--- config.mk ---
export PLATFORM = sky130hd
export DESIGN_NAME = pfr_ram
export DESIGN_NICKNAME = d
export VERILOG_FILES = /design/src/design/pfr_ram.sv
export SDC_FILE = /design/constraint.sdc
export NUM_CORES = 2
export LEC_CHECK = 0
export BUFFER_PORTS_ARGS = -buffer_cell sky130_fd_sc_hd__buf_2
export CORE_MARGIN = 1.5
export CORE_UTILIZATION = 45
export DETAILED_ROUTE_END_ITERATION = 7
export SYNTH_ARGS = -nofsm -noshare
export SYNTH_HDL_FRONTEND = slang
export SYNTH_SLANG_ARGS = --single-unit
--- constraint.sdc ---
create_clock -name clk -period 4.8 [get_ports clk]
set_input_delay 1.2 -clock clk [delete_from_list [all_inputs] [get_ports clk]]
set_output_delay 1.2 -clock clk [all_outputs]
set_load 0.01 [all_outputs]
--- src/design/pfr_ram.sv ---
// Generic single-write, single-read RAM with registered read data.
// No dependencies.
`timescale 1ns / 1ps
module pfr_ram #(
  parameter int WIDTH = 16,
  parameter int DEPTH = 256
) (
  input  logic                     clk,
  input  logic                     we,
  input  logic [$clog2(DEPTH)-1:0] waddr,
  input  logic [WIDTH-1:0]         wdata,
  input  logic [$clog2(DEPTH)-1:0] raddr,
  output logic [WIDTH-1:0]         rdata
);

  logic [WIDTH-1:0] mem [DEPTH];

  always_ff @(posedge clk) begin
    if (we) begin
      mem[waddr] <= wdata;
    end
    rdata <= mem[raddr];
  end

endmodule

---- Word-level counts from Yosys, hierarchy flattened ----
Memory sizes are Yosys's and may differ from the RTL's. A register that Yosys moved wholly into a read port is not among the register bits.
Index checks and enable logic that the tools add are counted.
storage, ports and cells
  input port bits ......................... 34
  flip-flop bits (word level) ............. 0
  memories kept ........................... 1
  bits in writable memories ............... 4096
  output and inout port bits .............. 16
memory list
  name  words  bits a word  read ports  clocked after memory_dff  wr ports  line  source
  mem   256    16           1           1                         1         16    logic [WIDTH-1:0] mem [DEPTH];
operators by class
  mux-type cells .......................... 2
operators by type and width
  operator          count
  1-bit 2-to-1 mux  2

---- Longest topological paths before layout ----
  depth after elaboration ................. 2
  gate-level depth with buffers ........... 12

---- Worst setup path after synthesis ----
Ideal clock, no wire load.
  path kind ............................... input -> register
  start ................................... in waddr[3]
  end ..................................... mem mem[235][0] (enable)
  stages on the path ...................... 6
  setup time .............................. 0.388 ns
  setup slack ............................. 1.435 ns
  data required time ...................... 4.412 ns
  arrival time ............................ 2.977 ns
  cells stage by stage .................... clkbuf_1 > nor2b_1 > clkbuf_1 > nand4_1 > clkbuf_1 > nor2_1
RTL lines
  element             line  source
  start: declaration  10    input logic [$clog2(DEPTH)-1:0] waddr,
  end: declaration    16
No word-level cell before the write port.

==> impl_metrics.json <==
{
  "total_leakage_power_nw": 58.2,
  "hold_path.class": "in2reg",
  "hold_violations": 0,
  "post-synth-top-count-cell": "edfxtp_1",
  "cts_resized": 0,
  "synth_nets": 7394,
  "power_frac_clock": 0.423,
  "die_y_um": 597,
  "fin_nets": 8095,
  "intPower_mw": 59.2,
  "worstSetupPathType": "in2reg",
  "die_x_um": 597,
  "drive_above_1_share": 0.276,
  "core_area_sq_um": 350000,
  "grt_pass1_vias": 79200,
  "grt_max_degree": 140,
  "power_frac_comb": 0.052,
  "post-dp-hpwl_mm": 258,
  "cts_sinks": 4112,
  "outcome": "completed",
  "timing.final.crit_share": 0.837,
  "via_per_inst": 6.12,
  "cts.hold.buffers_added": 0,
  "fin_cells": 13000,
  "cap_violations": 0,
  "vias": 79700,
  "critPathMaxFanout": 31,
  "antenna_found_initial": 20,
  "postRouteAntennaNets": 0,
  "post-cts-setup-buffer-count": 0,
  "worstSkewPairLatency_ns": 0.99,
  "powerDensity_nw_per_um2": 414,
  "finalSetupViolCount": 0,
  "period_needed_ns": 4.02,
  "maxSlewViolCount": 0,
  "final_core_util": 0.520,
  "yosysSeqAreaShare": 0.777,
  "cts_tree": "built",
  "track_usage": 0.237,
  "synth_common_cells": "4096 x edfxtp_1, 797 x mux4_2, 565 x mux2i_1",
  "synth_seq_cells": 4112,
  "gp_congestion": 0.880,
  "cts-buffers-inserted": 410,
  "synth_adder_area_share": 0,
  "synth.top_cell.area_share": 0.775,
  "synth_compound_area_frac": 0.0354,
  "power_mw": 75.4,
  "grt_setup_unrepaired": "no",
  "end_kind": "flop",
  "clkTransAtPathRegs_ns": 0.06,
  "drc_errors": 0,
  "cts.path.max_buffers": 4,
  "wirelength_mm": 427,
  "rows": 217,
  "synth_edf_count": 4096,
  "port_buffers": 49,
  "synth_area_leaders": "edfxtp_1 77%, mux4_2 11%, mux2i_1 3.6%",
  "root_buffer": "clkbuf_16",
  "yosys.area_share.simple": 0.0157,
  "grt_pass1_wl_mm": 601,
  "synth_xor_area_frac": 0,
  "synthMuxAreaShare": 0.155,
  "seqPwrFrac": 0.526,
  "ctsHtreeMaxLevel": 5,
  "ys_dominant_reg_cell": "edfxtp_1",
  "boundaryPins": 50,
  "initial_core_util": 0.453,
  "cp-start-kind": "input port",
  "tightest_slew_ns": 1.33,
  "rrSetupSlack_ns": 1.74,
  "yosysWarnings": 0,
  "dr.pass1.iters": 6,
  "async_reset_ff_frac": 0,
  "fmax_ghz": 0.249,
  "place_inst": 12200,
  "cp.required_ns": 5.67,
  "dr.first_iter.drc_count": 9337,
  "synth_area_sq_um": 159000,
  "fin_skew_ns": 0.0567,
  "overflow": 0,
  "die-area_sq_um": 356000,
  "synth_top_family_by_area": "multiplexers",
  "cp.arrival_ns": 4.89,
  "yosys.cell_types.count": 52,
  "area_growth_syn_to_layout_pct": 14.8,
  "p_sw_frac": 0.215,
  "maxSlewHeadroom": 0.113,
  "avgRoutedWirePerCell_um": 32.8,
  "power_switching_mw": 16.2,
  "postSynthAreaPerCell_sq_um": 21.6,
  "ir_drop_v": 0.000328,
  "synthCells": 7360,
  "yosysTopAreaCell": "edfxtp_1"
}
## through the flow
stage	instance area, sq um	setup WS, ns	hold slack (ns)	TNS (ns)
after global placement	169000	-0.211	0.998	-0.318
after CTS	182000	0.812	0.601	0
after detailed placement	169000	-0.202	1.02	-0.322
final	182000	0.781	0.638	0
after floorplan	159000	1.44	0.854	0
after global routing	182000	0.579	0.625	0
## registers in the layout (all words and copies together) (netlist names)
register	flops
rdata	16
mem	4096
## kinds of logic after synthesis
| group | count (synthesis) |
|---|---|
| and+or+nand+nor | 556 |
| DFF | 4112 |
| AOI/OAI and AO/OA | 786 |
| muxes | 1450 |
| buffers and inverters | 456 |
## layout make-up
cell class / count / area [sq um]
Sequential cell: 4112 / 123000
Fill cell: 27100 / 168000
Multi-Input combinational cell: 2792 / 33000
Clock inverter: 251 / 2530
Clock buffer: 499 / 10800
Inverter: 4 / 27.5
Timing Repair Buffer: 741 / 6720
Tap cell: 4599 / 5750
Antenna cell: 19 / 47.5
## power groups by stage
stage	Combinational [mW]	Clock, mW	Sequential [mW]
2_1_floorplan	1.95	0	40.4
3_3_place_gp	3.83	0	40.4
3_5_place_dp	3.90	0	40.4
4_1_cts	3.90	32.3	39.6
5_1_grt	4.07	33.6	39.6
6_report	3.89	31.9	39.6
## critical path, stage by stage
cell,delay [ns]
buf_12,0.27
buf_12,0.26
buf_12,0.22
buf_12,0.27
buf_4,0.27
mux2i_1,0.09
o221ai_1,0.34
o22ai_1,0.15
nor3_1,0.94
nor4_1,0.29
buf_4,0.24
nor4_2,0.20
## worst paths after layout
kind | from | end | cells after the start
max reg2reg | mem[3][15] | rdata[15] | 6
min | wdata[3] | mem[242][3] | 1
min reg2reg | mem[232][7] | rdata[7] | 6
max | raddr[0] | rdata[4] | 12
## layout by cell type, fill, tap and decap left out, types with 11 or more instances in the layout
cell | Yosys | final
nand3_1 | 35 | 26
nor2_2 | 0 | 81
a22oi_1 | 43 | 43
clkinvlp_4 | 0 | 20
clkinv_1 | 0 | 86
o221ai_1 | 252 | 252
clkbuf_1 | 230 | 78
diode_2 | 0 | 19
o21ai_0 | 37 | 36
clkinv_2 | 0 | 77
a22o_1 | 32 | 32
mux4_2 | 797 | 797
nand4_1 | 26 | 26
mux2_2 | 88 | 88
buf_8 | 11 | 17
nand2_1 | 38 | 38
nor2_1 | 304 | 222
bufinv_16 | 0 | 41
o32ai_1 | 20 | 19
nor4_1 | 17 | 17
mux2i_1 | 565 | 565
buf_2 | 76 | 28
dfxtp_1 | 16 | 16
edfxtp_1 | 4096 | 4096
a221oi_1 | 28 | 28
a211oi_1 | 18 | 18
o31ai_1 | 16 | 15
o22ai_1 | 148 | 148
a21oi_1 | 175 | 175
nor3_1 | 92 | 90
and3_1 | 11 | 11
clkbuf_16 | 0 | 418
buf_12 | 5 | 87
buf_4 | 26 | 607
## layer usage
layer,vias to the layer above,GRT usage,part of all wire
li1,32700,-,-
met1,42800,0.331,0.41
met2,3568,0.385,0.48
met3,616,0.0441,0.083
met4,6,0.0629,0.028
met5,-,0,0.000080
(Power assumes the default switching activity.)
