File: src/design/pfr_pkg.sv
// Shared constants, register indexes, multiplier op codes and the
// datapath control struct for the polyphase fractional resampler.
// No dependencies.
`timescale 1ns / 1ps
package pfr_pkg;

  localparam int MAX_TAPS   = 256;
  localparam int MAX_PHASES = 32;
  localparam int SAMPLE_W   = 16;
  localparam int HIST_DEPTH = 256;
  localparam int HIST_AW    = $clog2(HIST_DEPTH);
  localparam int COEF_AW    = $clog2(MAX_TAPS);
  localparam int ACC_W      = 58;   // holds the full blend a*2^16 + (b-a)*f
  localparam int PROD_W     = 42;   // 25 x 17 signed product
  localparam int CFG_W      = 24;   // widest register

  // configuration register indexes
  localparam logic [2:0] REG_PHASE_COUNT  = 3'd0;
  localparam logic [2:0] REG_TAP_COUNT    = 3'd1;
  localparam logic [2:0] REG_RATE_Q16     = 3'd2;
  localparam logic [2:0] REG_COEF_ADDRESS = 3'd3;
  localparam logic [2:0] REG_COEF_VALUE   = 3'd4;

  // operand selection of the shared multiplier
  localparam logic [1:0] OP_MAC  = 2'd0;  // coef * sample
  localparam logic [1:0] OP_BLO  = 2'd1;  // low 24 bits of (b-a) * frac
  localparam logic [1:0] OP_BHI  = 2'd2;  // high bits of (b-a) * frac
  localparam logic [1:0] OP_TIME = 2'd3;  // rate * L

  typedef struct packed {
    logic [1:0] op;
    logic       mul_en;      // load product register
    logic       acc_clr;
    logic       acc_add;     // acc += product
    logic       acc_add_hi;  // acc += product << 24
    logic       save_a;      // keep first sum
    logic       blend_init;  // d = b - a, acc = a << 16
  } mac_ctl_t;

endpackage

File: src/design/pfr_mac.sv
// Shared multiply unit with accumulator: polyphase MAC, blend and time step.
// Depends on pfr_pkg.
`timescale 1ns / 1ps
module pfr_mac
  import pfr_pkg::*;
(
  input  logic                       clk,
  input  logic                       rst,
  input  mac_ctl_t                   ctl,
  input  logic signed [SAMPLE_W-1:0] samp,
  input  logic signed [15:0]         coef,
  input  logic [15:0]                frac,
  input  logic [23:0]                rate,
  input  logic [5:0]                 lc,
  output logic [29:0]                step,
  output logic signed [SAMPLE_W-1:0] y_sat
);

  logic signed [24:0]       op_a;
  logic signed [16:0]       op_b;
  logic signed [PROD_W-1:0] prod;
  logic signed [PROD_W-1:0] mul_q;
  logic signed [ACC_W-1:0]  acc;
  logic signed [39:0]       a_sum;
  logic signed [40:0]       d;
  logic signed [ACC_W-1:0]  rnd;
  logic signed [26:0]       r;

  always_comb begin
    case (ctl.op)
      OP_MAC: begin
        op_a = {{(25-SAMPLE_W){samp[SAMPLE_W-1]}}, samp};
        op_b = {coef[15], coef};
      end
      OP_BLO: begin
        op_a = {1'b0, d[23:0]};
        op_b = {1'b0, frac};
      end
      OP_BHI: begin
        op_a = {{8{d[40]}}, d[40:24]};
        op_b = {1'b0, frac};
      end
      default: begin
        op_a = {1'b0, rate};
        op_b = {11'b0, lc};
      end
    endcase
  end

  assign prod = op_a * op_b;

  always_ff @(posedge clk) begin
    if (ctl.mul_en) begin
      mul_q <= prod;
    end
    if (ctl.save_a) begin
      a_sum <= acc[39:0];
    end
    if (ctl.blend_init) begin
      d <= acc[40:0] - {a_sum[39], a_sum};
    end
  end

  always_ff @(posedge clk) begin
    if (rst) begin
      acc <= '0;
    end else if (ctl.acc_clr) begin
      acc <= '0;
    end else if (ctl.blend_init) begin
      acc <= {{(ACC_W-56){a_sum[39]}}, a_sum, 16'b0};
    end else if (ctl.acc_add) begin
      acc <= acc + {{(ACC_W-PROD_W){mul_q[PROD_W-1]}}, mul_q};
    end else if (ctl.acc_add_hi) begin
      acc <= acc + {mul_q[33:0], 24'b0};
    end
  end

  assign step = mul_q[29:0];

  // round half up, then floor shift by 31
  assign rnd = acc + (ACC_W'(1) <<< 30);
  assign r   = rnd[ACC_W-1:31];

  always_comb begin
    if (r > 27'sd32767) begin
      y_sat = 16'sh7fff;
    end else if (r < -27'sd32768) begin
      y_sat = 16'sh8000;
    end else begin
      y_sat = r[SAMPLE_W-1:0];
    end
  end

endmodule

File: config.mk
export PLATFORM = sky130hd
export DESIGN_NAME = pfr_mac
export DESIGN_NICKNAME = d
export VERILOG_FILES = /design/src/design/pfr_pkg.sv /design/src/design/pfr_mac.sv
export SDC_FILE = /design/constraint.sdc
export NUM_CORES = 2
export LEC_CHECK = 0
export ABC_AREA = 1
export BUFFER_PORTS_ARGS = -buffer_cell sky130_fd_sc_hd__buf_2
export CORE_ASPECT_RATIO = 1.5
export CORE_UTILIZATION = 60
export CTS_BUF_LIST = sky130_fd_sc_hd__clkbuf_8
export DETAILED_ROUTE_END_ITERATION = 12
export PLACE_DENSITY = 0.81
export SYNTH_ARGS = -nofsm -noshare
export SYNTH_HDL_FRONTEND = slang
export SYNTH_SLANG_ARGS = --single-unit
File: constraint.sdc
create_clock -name clk -period 6.55 [get_ports clk]
set_input_delay 0.655 -clock clk [delete_from_list [all_inputs] [get_ports clk]]
set_output_delay 0.655 -clock clk [all_outputs]
set_load 0.01 [all_outputs]
Yosys cells after proc, flatten, opt, wreduce, memory -nomap -nowiden
Index checks and enable logic that the tools add are counted.
W data, S select, Z words.
{ "classes": {"muxes": 7, "multipliers": 1, "order_cmp": 2, "n_addsub": 4, "eq_ne": 2, "n_reduce_logical": 6} }
{ "op_table": {"columns": ["operator", "n"], "rows": [
  ["$mux W58", 3],
  ["$add A58 B58 Y58", 2],
  ["$pmux W25 S3", 1],
  ["$add A58 B32 Y58 const B", 1],
  ["$mul A25 B17 Y42", 1],
  ["$sub A41 B41 Y41", 1],
  ["$pmux W17 S2", 1],
  ["$mux W16", 2],
  ["$gt A27 B16 Y1 const B", 1],
  ["$lt A27 B16 Y1 const B", 1],
  ["$reduce_or A2 Y1", 2],
  ["$reduce_bool A3 Y1", 1],
  ["$reduce_or A3 Y1", 1],
  ["$eq A2 B1 Y1 const B", 1],
  ["$eq A2 B2 Y1 const B", 1],
  ["$logic_not A2 Y1", 1],
  ["$reduce_bool A2 Y1", 1]
]} }
{ "totals": {"input_bits": 88, "word_cells": 27, "output_inout_bits": 46, "register_bits": 181} }

Longest topological paths before layout
{ "depth": {"ltp_word": 4, "ltp_mapped": 35, "depth_no_buf": 33} }

Worst setup path before layout
Ideal clock, no wire load.
{ "synth_timing": {"kind": "input to register", "start": "input ctl[6] (netlist bit)", "end": "register mul_q[37], data pin", "path_slack_ns": -0.623, "t_required_ns": 6.298, "path_buffers": 3, "stages": 30, "setup_ns": 0.252, "arrival_ns": 6.921, "cell_sequence": "inv_1 -> ha_1 -> clkbuf_1 -> clkbuf_1 -> a22o_1 -> nand2_1 -> inv_1 -> clkbuf_1 -> nand2_1 -> fa_1 -> inv_1 -> fa_1 -> inv_1 -> fa_1 -> inv_1 -> fa_1 -> fa_1 -> inv_1 -> fa_1 -> inv_1 -> ha_1 -> nand2_1 -> nor2_1 -> nand3_1 -> o311ai_1 -> nand2_1 -> nand2_1 -> nand2_1 -> nand3_1 -> nand2_1"} }
{ "synth_between": {"elab_chain_len": 4, "elab_cells_between_ends": 7, "classes_between": "mul: 1; eq/ne: 2; mux: 2; reduce/logical: 2"} }
{ "synth_rtl": {"columns": ["element", "line", "text"], "rows": [
  ["start: declaration", "pfr_mac.sv:9", "input mac_ctl_t ctl,"],
  ["$eq A2 B2 Y1 / $eq A2 B1 Y1 (equally long branches)", "pfr_mac.sv:30", "case (ctl.op)"],
  ["$reduce_or A2 Y1 (no line)", null, null],
  ["$pmux W17 S2", "pfr_mac.sv:30", null],
  ["$mul A25 B17 Y42 *", "pfr_mac.sv:50", "assign prod = op_a * op_b;"],
  ["named net prod[37]", "pfr_mac.sv:21", "logic signed [PROD_W-1:0] prod;"],
  ["end signal: assignment", "pfr_mac.sv:54", "mul_q <= prod;"],
  ["end: declaration", "pfr_mac.sv:22", "logic signed [PROD_W-1:0] mul_q;"]
]} }
Mark *: on every way through the listed nets, which the timed path passes. The rest lies on a longest branch.
A chain may end at the register's enable or synchronous reset.

Worst setup path in the final report
Ends and elaborated chain as after synthesis.

==> reports/metrics.yaml <==
pre_cts_ws_ps: -1110
rr_startpoint: "d[40]"
rsz0062_at_grt: "yes"
grt_remaining_overflow: 0
wl_per_cell_um: 23.4
crit_path_frequent_cell: "fa_1"
yosys.area.top_type: "fa_1"
grt_pass1_wl_um: 203000
synth_edf_count: 123
setup_viol: 15
cts.sinks: 181
port_buffers: 133
path_buf_inv: 12
drtAntennaViolNets: 0
cts_buffer_depth: 2
cts.clk_slew.worst_paths_ps: 110
rows: 105
ff2ff_path_depth: 27
chipWidth_um: 194
core_um2: 54700
ys.flop_type: "edfxtp_1"
cpLargestDelayFamily: "adder cells"
r2r_slack_ps: -20
dr_total_vias: 34683
synth.area.top_cells: "fa_1 25%, nand2_1 15%, inv_1 11%"
antenna_found_initial: 12
startpoint_type: "input port"
viasPerCell: 5.88
final_max_slew_viol_count: 0
place.gp.congestion: 1.08
cts_root_buffer: "clkbuf_8"
cts_max_level: 4
hold_violations: 0
grt_max_degree: 53
die-area_um2: 56300
ys_seq_elements: 181
hold_path_startpoint: "ctl[2]"
numPlacedInstances: 5815
period_needed_ps: 6720
drt_wl_total_um: 138000
slowest_stage: "fa_1"
r2r_end: "mul_q[40]"
hold_class: "in2reg"
synth_fp_nets: 5500
io_pins: 134
synthToLayoutAreaGrowth_pct: 18.3
relSlewSlack: 0.230
fin_ws_ps: -167
tightest_slew_ps: 1150
drt_iter0_drc: 2757
hpwl_um: 111000
max_stage_delay_ps: 560
synth_top_area_frac: 0.253
final_util: 0.719
firstDrtPassIters: 10
path_class: "in2reg"
worst-path-max-fanout: 11
tns_ps: -1400
status: "finished, violations left"
fin_cells: 5899
avgSynthCellArea_um2: 6.98
insertion_delay_ps: 570
netlist_area_um2: 33200
initial_core_util: 0.607
cts_made_buffers: 17
worst_setup_path_end_kind: "flip-flop"
yosysSeqAreaShare: 0.146
finalCritPeriodShare: 1.03
cp.required_ps: 6840
worst_clock_skew_ps: 49.1
hold_buffers: 0
maxCapViolations: 0
synth_warnings: 0
track_usage: 0.489
fmax_mhz: 149
layout.nets: 5921
hold-path-cell-count: 4
critical_path_arrival_ps: 7010
fill_cells: 4475
synth_cells: 4757
violations: "negative setup slack"
drc: 0
async_flop_share: 0
drive_above_1_share: 0.160
grt_pass1_vias: 35926
synth_cell_types: 53
cts_tree: "built"
min_to: "acc[35]"
die_h_um: 290
-- flip-flops by register name, indices dropped and copies added, names as in the netlist, named ones only --
register / count
acc: 42
mul_q: 42
d: 41
a_sum: 40
-- per-layer routing --
layer	part of all wire	track usage	vias up
met3	0.089	0.130	1028
met5	0	0	-
li1	-	-	15477
met1	0.30	0.448	16089
met2	0.47	0.820	2089
met4	0.15	0.568	0
-- metrics by stage --
stage / area (um^2) / hold WS [ps]
after global routing: 39300 / 489
final: 39300 / 488
after CTS: 38500 / 474
after floorplan: 33900 / 434
after detailed placement: 37400 / 470
after global placement: 37400 / 457
-- cell families (layout without fill, tap and decap cells) --
logic type,after synthesis,after routing,share of synthesized area
flip-flops,181,181,0.146
buffers and inverters,1134,1568,0.132
AO/OA/AOI/OAI,556,556,0.0942
AND/OR/NAND/NOR,2117,2117,0.255
other,0,13,0
XOR/XNOR,114,114,0.0301
adder cells (fa/ha/maj),655,655,0.342
-- cell usage in the layout (no fill, tap or decap), types with 27 or more instances in the layout --
cell and count:
inv_2 30, o21bai_1 27, xor2_1 78, nand2_1 1250, nand2_2 35, edfxtp_1 123, ha_1 208, nor2_2 34
ha_4 27, nand3_1 184, buf_4 335, o21ai_0 147, inv_1 960, a21oi_1 224, xnor2_1 35, nor2_1 477
fa_1 402, nor3_1 38, nand4_1 34, buf_12 27, dfxtp_1 58, buf_2 131
-- synth_stat cells (4+ instances only) --
library cell / instances
a21boi_0: 5
a21o_1: 19
a21oi_1: 248
a221o_1: 4
a22o_1: 11
a31oi_1: 25
and3_1: 5
buf_2: 7
buf_4: 30
clkbuf_1: 78
clkinv_1: 13
dfxtp_1: 58
edfxtp_1: 123
fa_1: 419
ha_1: 236
inv_1: 1000
nand2_1: 1286
nand2_2: 5
nand3_1: 191
nand3b_1: 5
nand4_1: 34
nor2_1: 520
nor2_2: 8
nor3_1: 39
nor4_1: 7
o211ai_1: 6
o21a_1: 5
o21ai_0: 162
o21ai_1: 15
o21ai_2: 6
o21bai_1: 28
o31ai_1: 4
or2_2: 6
xnor2_1: 35
xor2_1: 79
-- layout make-up --
type / count / area (um^2) / area share
timing repair buffer: 520 / 4040 / 0.103
antenna: 13 / 32.5 / 0.000828
clock inverter: 15 / 203 / 0.00516
clock buffer: 17 / 234 / 0.00596
sequential: 181 / 4850 / 0.124
multi-input combinational: 3442 / 25200 / 0.640
inverter: 1016 / 3900 / 0.0992
tap: 695 / 870 / 0.0221
-- worst min-delay path, cell delays in order --
cell and delay (ps):
buf_2 100, nor2_2 90, nand2_1 80, a21oi_1 60
-- timing repair --
| item | 4_1_cts | 5_1_grt |
|---|---|---|
| setup buffers | 23 | 14 |
| gates resized for setup | 118 | 164 |
| endpoints found under the setup margin | 22 | 28 |
| cloned | 2 | 0 |
| pin swaps | 51 | 78 |
-- worst max path at each step --
| stage | start | end | cells after the start |
|---|---|---|---|
| 2_1_floorplan | ctl[7] | mul_q[37] | 28 |
| 3_3_place_gp | ctl[7] | mul_q[40] | 31 |
| 3_5_place_dp | ctl[7] | mul_q[40] | 31 |
| 4_1_cts | ctl[7] | mul_q[40] | 28 |
| 5_1_grt | ctl[6] | mul_q[34] | 30 |
| 6_report | ctl[6] | mul_q[37] | 33 |
Power is not shown: default switching activity piles up to over one toggle a cycle in this logic, so the estimate is an artifact.
